File: src/assert_macros.svh
// assertion helpers shared by the rtl
`ifndef ASSERT_MACROS_SVH
`define ASSERT_MACROS_SVH

// same-cycle implication, disabled while in reset
`define ASSERT_IMPL(label, clk, rst_n, ante, cons) \
	label: assert property (@(posedge clk) disable iff (!(rst_n)) (ante) |-> (cons)) \
		else $error("assertion failed");

// next-cycle implication, disabled while in reset
`define ASSERT_NEXT(label, clk, rst_n, ante, cons) \
	label: assert property (@(posedge clk) disable iff (!(rst_n)) (ante) |=> (cons)) \
		else $error("assertion failed");

`endif

File: src/bch1511_pkg.sv
package bch1511_pkg;

	localparam int unsigned WORD_W = 30;
	localparam int unsigned TDATA_W = 32;
	localparam int unsigned CW_W = 15;
	localparam int unsigned REG_W = 4;
	localparam int unsigned SPLIT = 8;

	typedef logic [WORD_W-1:0] word_t;
	typedef logic [CW_W-1:0] cw_t;
	typedef logic [REG_W-1:0] synreg_t;

	typedef struct packed {
		logic adv_s2;
		logic adv_s3;
		logic first_s2;
	} bch1511_lane_ctl_t;

	// all stages start at -1, held as negative flags
	localparam synreg_t REG_INIT = 4'b1111;

	localparam logic [3:0] ERR_POS [CW_W] = '{
		4'd14, 4'd13, 4'd10, 4'd12, 4'd6, 4'd9, 4'd4, 4'd11,
		4'd0, 4'd5, 4'd7, 4'd8, 4'd1, 4'd3, 4'd2
	};

	// one shift of the sign-domain syndrome register
	function automatic synreg_t syn_step(input synreg_t r, input logic sym);
		synreg_t n;
		logic fb;
		fb = r[3];
		n[3] = r[2];
		n[2] = r[1];
		n[1] = r[0] ^ fb;
		n[0] = ~sym ^ fb;
		return n;
	endfunction

endpackage

File: src/bch15_11_word_decoder.sv
// bch(15,11) word decoder, two codeword lanes and a merging output register
// an accepted item is registered in s1, s2 and s3 and then in the output register
// throughput: one item per cycle while m_tready holds, set by the four-stage bubble-collapsing pipeline
// reset: arst_n clears all stage valid flags at once, no clearing pass
`include "assert_macros.svh"

module bch15_11_word_decoder (
	input  logic        clk,
	input  logic        arst_n,
	input  logic        s_tvalid,
	output logic        s_tready,
	input  logic [31:0] s_tdata,  // [29:0] received_bits, [31:30] zero
	input  logic        s_tuser,  // [0] first_word
	output logic        m_tvalid,
	input  logic        m_tready,
	output logic [31:0] m_tdata   // [29:0] decoded_bits, [31:30] zero
);
	import bch1511_pkg::*;

	logic v_s1, v_s2, v_s3;
	logic first_s1, first_s2, first_s3;
	cw_t  a_s1, b_s1, a_s3, b_s3;
	logic en1, en2, en3, en_out;
	word_t word;
	bch1511_lane_ctl_t ctl;

	assign en3 = !v_s3 || en_out;
	assign en2 = !v_s2 || en3;
	assign en1 = !v_s1 || en2;
	assign s_tready = en1;

	assign ctl.adv_s2 = en2;
	assign ctl.adv_s3 = en3;
	assign ctl.first_s2 = first_s2;

	always_ff @(posedge clk or negedge arst_n) begin
		if (!arst_n) begin
			v_s1 <= 1'b0;
			v_s2 <= 1'b0;
			v_s3 <= 1'b0;
		end else begin
			if (en1) begin
				v_s1 <= s_tvalid;
			end
			if (en2) begin
				v_s2 <= v_s1;
			end
			if (en3) begin
				v_s3 <= v_s2;
			end
		end
	end

	// deinterleave into the two codewords
	always_ff @(posedge clk) begin
		if (en1) begin
			first_s1 <= s_tuser;
			for (int c = 0; c < CW_W; c++) begin
				a_s1[c] <= s_tdata[2*c];
				b_s1[c] <= s_tdata[2*c+1];
			end
		end
		if (en2) begin
			first_s2 <= first_s1;
		end
		if (en3) begin
			first_s3 <= first_s2;
		end
	end

	bch1511_lane u_lane_a (
		.clk   (clk),
		.ctl   (ctl),
		.cw_s1 (a_s1),
		.cw_s3 (a_s3)
	);

	bch1511_lane u_lane_b (
		.clk   (clk),
		.ctl   (ctl),
		.cw_s1 (b_s1),
		.cw_s3 (b_s3)
	);

	bch1511_merge u_merge (
		.clk      (clk),
		.arst_n   (arst_n),
		.valid_s3 (v_s3),
		.first_s3 (first_s3),
		.a_s3     (a_s3),
		.b_s3     (b_s3),
		.adv      (en_out),
		.m_tvalid (m_tvalid),
		.m_tready (m_tready),
		.word     (word)
	);

	assign m_tdata = {(TDATA_W - WORD_W)'(0), word};

	// full pipeline with a stalled output refuses new items
	`ASSERT_IMPL(a_full_stall, clk, arst_n, v_s1 && v_s2 && v_s3 && m_tvalid && !m_tready, !s_tready)
	// an item in stage one moves on when stage two frees up
	`ASSERT_NEXT(a_s1_moves, clk, arst_n, v_s1 && en2, v_s2)
	// an item in stage three reaches the output register
	`ASSERT_NEXT(a_s3_to_out, clk, arst_n, v_s3 && en_out, m_tvalid)

endmodule

File: src/bch1511_lane.sv
module bch1511_lane (
	input  logic                           clk,
	input  bch1511_pkg::bch1511_lane_ctl_t ctl,
	input  bch1511_pkg::cw_t               cw_s1,
	output bch1511_pkg::cw_t               cw_s3
);
	import bch1511_pkg::*;

	synreg_t reg_s2;
	cw_t     cw_s2;
	synreg_t reg_mid;
	synreg_t reg_end;
	synreg_t syn;
	cw_t     fixed;

	// first SPLIT symbol steps (8 of the 15)
	always_comb begin
		reg_mid = REG_INIT;
		for (int i = 0; i < SPLIT; i++) begin
			reg_mid = syn_step(reg_mid, cw_s1[i]);
		end
	end

	always_ff @(posedge clk) begin
		if (ctl.adv_s2) begin
			reg_s2 <= reg_mid;
			cw_s2  <= cw_s1;
		end
	end

	// remaining steps, then single-bit correction, skipped on the first word
	always_comb begin
		reg_end = reg_s2;
		for (int i = SPLIT; i < CW_W; i++) begin
			reg_end = syn_step(reg_end, cw_s2[i]);
		end
		syn = ~reg_end;
		fixed = cw_s2;
		if (!ctl.first_s2 && (syn != '0)) begin
			fixed = cw_s2 ^ (cw_t'(1) << ERR_POS[4'(syn - 4'd1)]);
		end
	end

	always_ff @(posedge clk) begin
		if (ctl.adv_s3) begin
			cw_s3 <= fixed;
		end
	end

endmodule

File: src/bch1511_merge.sv
module bch1511_merge (
	input  logic              clk,
	input  logic              arst_n,
	input  logic              valid_s3,
	input  logic              first_s3,
	input  bch1511_pkg::cw_t  a_s3,
	input  bch1511_pkg::cw_t  b_s3,
	output logic              adv,
	output logic              m_tvalid,
	input  logic              m_tready,
	output bch1511_pkg::word_t word
);
	import bch1511_pkg::*;

	logic  valid_q;
	word_t word_q;
	word_t merged;

	assign adv = !valid_q || m_tready;
	assign m_tvalid = valid_q;
	assign word = word_q;

	always_comb begin
		if (first_s3) begin
			// first word: restore the original symbol order
			for (int c = 0; c < CW_W; c++) begin
				merged[2*c]   = a_s3[c];
				merged[2*c+1] = b_s3[c];
			end
		end else begin
			merged = {b_s3[14:11], a_s3[14:11], b_s3[10:0], a_s3[10:0]};
		end
	end

	always_ff @(posedge clk or negedge arst_n) begin
		if (!arst_n) begin
			valid_q <= 1'b0;
		end else if (adv) begin
			valid_q <= valid_s3;
		end
	end

	always_ff @(posedge clk) begin
		if (adv) begin
			word_q <= merged;
		end
	end

endmodule
File: config.mk
export PLATFORM = sky130hd
export DESIGN_NAME = bch15_11_word_decoder
export DESIGN_NICKNAME = d
export VERILOG_FILES = /design/src/bch1511_pkg.sv /design/src/bch15_11_word_decoder.sv /design/src/bch1511_lane.sv /design/src/bch1511_merge.sv
export VERILOG_INCLUDE_DIRS = /design/src /design/src/src
export SDC_FILE = /design/constraint.sdc
export NUM_CORES = 1
export LEC_CHECK = 0
export BUFFER_PORTS_ARGS = -buffer_cell sky130_fd_sc_hd__buf_2
export CAP_MARGIN = 0
export CORE_ASPECT_RATIO = 0.6
export CORE_MARGIN = 2
export CORE_UTILIZATION = 45
export DETAILED_ROUTE_END_ITERATION = 10
export GPL_TIMING_DRIVEN = 1
export PLACE_DENSITY = 0.68
export SLEW_MARGIN = 20
export SYNTH_ARGS = -nofsm -noshare
export SYNTH_HDL_FRONTEND = slang
export SYNTH_SLANG_ARGS = --single-unit
File: constraint.sdc
create_clock -name clk -period 8.8 [get_ports clk]
set_input_delay 1.76 -clock clk [delete_from_list [all_inputs] [get_ports clk]]
set_output_delay 1.76 -clock clk [all_outputs]
set_load 0.01 [all_outputs]
==> metrics.txt <==
status completed; post-DR vias/cell ~5.2; FILL cells ~1100; CTS max path bufs 2; WL met2 approximately 4200 um; Area growth syn-to-layout 18.0%; drt initial violations roughly 310; sequential fraction of the synthesis area 66.1%; clock sink total 135; Final min period roughly 4.4 ns; TritonCTS clock tree done; grt total ovfl 0; post-detail-place hpwl a little over 8000 um; Root Driver clkbuf_16; Die Footprint ~0.015 mm^2; Reg clk slew, reported paths about 0.07 ns; Routed WL per cell roughly 17 um; DRC errors left 0; Synth Area per Inst between 15 and 20 um^2; vias in the first global route between 3000 and 4000; Synth Flop Type edfxtp_1; Critical Path Start Type input pin; total of max-cap violations 0; Critical R2R Capture u_lane_a.cw_s3[12]; Hold Crit Depth 0; Met3 Routed Length slightly below 900 um; actual slew at the worst max-slew pin between 1 and 1.5 ns; crit-path max cell delay about 0.35 ns; vias 3387; PortBufs 66; Critical Path Start m_tready; final cycle utilization of the critical path between 40% and 50%; Initial Util 46.7%; critical path endpoint category primary output; first-pass GRT wire length roughly 18000 um; Reg2Reg Depth 10; TritonCTS Buffers 17; row count 32; fraction of layout instances using a drive strength above 1 about 31%; M1 wire length 6060 um; Yosys reg bits roughly 140; setup repair bufs after CTS 0; top layer in use met4; largest net degree at the start of global routing between 40 and 50; CP Capture Point s_tready; Final Hold Viols 0; Clock Skew roughly 0.011 ns; Mapped Cells 392; # resized after CTS 0; Layout Nets about 500; synth unique cells 59; Rel. slew slack 28.5%; Critical Path RT 7.04 ns; Final Wtd Congestion between 0.8 and 0.9; ANT nets after route 0; Yosys warnings 0; Critical Path, Cell by Cell buf_2 -> nor2b_1 -> nand4_1 -> buf_2; First-pass DRT Iterations 4; worst setup path category input pin to primary output; H-tree Lvls 4; chip width 154 um; count of final setup violators 0; Worst EP arrival around 2.6 ns; number of synthesized flops with an enable pin 131; RSZ-0062 raised after global routing no; Async SR Flop Fraction under 10%; number of diodes 0; Setup TNS Final 0 ns; Max FO, Critical Path 5; WL final about 11000 um; HP Class flop to flop; CP dominant cell by count buf_2; Fmax achieved 230 MHz; Vert. Die Dim roughly 94 um; core area between 0.01 and 0.015 mm^2; Hold Buf Count CTS 0; Critical R2R Launch u_lane_a.cw_s2[10]; GR Util All Layers 16.8%; Slew Limit Fails 0; netlist area before placement between 0.006 and 0.007 mm^2; slowest CP cell nor2b_1; Skew-Pair Late Insertion Delay 0.41 ns; antenna violations before repair 0; Worst R2R Setup Slack 4.73 ns; I/O pin cnt slightly above 70
[sequential cells by signal, indices dropped and copies added, names as in the netlist]
| register | count |
|---|---|
| u_lane_b.cw_s2 | 15 |
| v_s3 | 1 |
| a_s1 | 15 |
| first_s1 | 1 |
| first_s3 | 1 |
| u_lane_b.cw_s3 | 15 |
| u_lane_b.reg_s2 | 4 |
| u_lane_a.cw_s2 | 15 |
| b_s1 | 15 |
| first_s2 | 1 |
| u_merge.m_tvalid | 1 |
| u_lane_a.reg_s2 | 4 |
| u_lane_a.cw_s3 | 15 |
| v_s2 | 1 |
| v_s1 | 1 |
| u_merge.word | 30 |
[layout by cell type (no fill, tap or decap), types with 8 or more instances in the layout]
cell	synthesis	final
buf_2	2	66
xor2_1	24	24
mux2_2	26	26
xnor2_1	47	47
nand4_1	8	8
nand3_1	9	8
edfxtp_1	131	131
clkbuf_16	0	17
nand2_1	17	17
nor2_1	13	13
[through the flow]
step / instances / area (um^2) / setup slack [ns] / util, % / hold slack, ns
2_1_floorplan: 393 / 6100 / 4.04 / - / 0.400
3_3_place_gp: 622 / 6620 / 4.52 / 50.7 / 0.403
3_5_place_dp: 622 / 6620 / 4.46 / 50.7 / 0.405
4_1_cts: 654 / 7200 / 4.45 / 55.1 / 0.419
5_1_grt: 654 / 7200 / 4.33 / 55.1 / 0.428
6_report: 654 / 7200 / 4.45 / 55.1 / 0.420
[worst min path at each step]
stage / startpoint / endpoint / slack (ns)
finish: a_s1[13] / u_lane_a.cw_s2[13] / 0.42
global route: a_s1[13] / u_lane_a.cw_s2[13] / 0.43
CTS: u_lane_b.cw_s3[14] / u_merge.word[29] / 0.42
detailed placement: first_s1 / first_s2 / 0.40
global placement: u_lane_a.cw_s3[0] / u_merge.word[0] / 0.40
floorplan: first_s1 / first_s2 / 0.40
[cell type report]
cell class | count | area [um^2] | share of cell area [%]
inverters | 7 | 26.3 | 0.365
repair buffers | 68 | 345 | 4.80
clock buffers | 17 | 425 | 5.91
well taps | 170 | 213 | 2.95
clock inverters | 15 | 156 | 2.17
multi-input cells | 242 | 2000 | 27.8
flip-flops and latches | 135 | 4030 | 56.0
[Yosys cell counts, drive strengths merged (2+ instances only)]
| cell type | number | area [um^2] |
|---|---|---|
| edfxtp | 131 | 3930 |
| xnor2 | 53 | 509 |
| mux2 | 26 | 293 |
| xor2 | 26 | 243 |
| nand2 | 17 | 63.8 |
| nor2 | 13 | 48.8 |
| nand3 | 9 | 45.0 |
| nand4 | 9 | 62.6 |
| a211oi | 7 | 57.6 |
| a31oi | 7 | 50.1 |
| buf | 7 | 40.0 |
| a21oi | 6 | 33.8 |
| inv | 6 | 22.5 |
| nand2b | 6 | 37.5 |
| nor3 | 6 | 35.0 |
| o21ai | 6 | 30.0 |
| and3 | 4 | 25.0 |
| dfrtp | 4 | 100 |
| ha | 4 | 50.1 |
| o211ai | 4 | 30.0 |
| a221oi | 3 | 32.5 |
| nand3b | 3 | 22.5 |
| o211a | 3 | 30.0 |
| xnor3 | 3 | 68.8 |
| a2111oi | 2 | 30.0 |
| a31o | 2 | 17.5 |
| and2 | 2 | 13.8 |
| clkbuf | 2 | 8.75 |
| nor2b | 2 | 12.5 |
| nor4 | 2 | 12.5 |
| o21bai | 2 | 15.0 |
| o32a | 2 | 20.0 |
[routing by layer]
metal  up-vias  global-route usage [%]
met5         -                       0
met4         0                    4.63
met3         2                    5.72
met2       127                    21.1
met1      1609                    26.9
li1       1649                       -
[kinds of logic (layout without fill, tap and decap cells)]
group / count (synthesis) / count (layout) / synth area share, %
compound gates: 51 / 51 / 6.71
mux: 27 / 27 / 4.97
flops: 135 / 135 / 66.1
fa+ha+maj: 4 / 4 / 0.821
xor+xnor: 82 / 82 / 13.5
other cells: 1 / 2 / 0.0615
buf+inv: 16 / 107 / 1.23
simple gates: 76 / 76 / 6.61
[worst max-delay path: cells and delay by family]
kind,cells,cell delay [ns]
simple gates,2,0.56
buf+inv,2,0.28
Power is not shown: default switching activity piles up to over one toggle a cycle in this logic, so the estimate is an artifact.
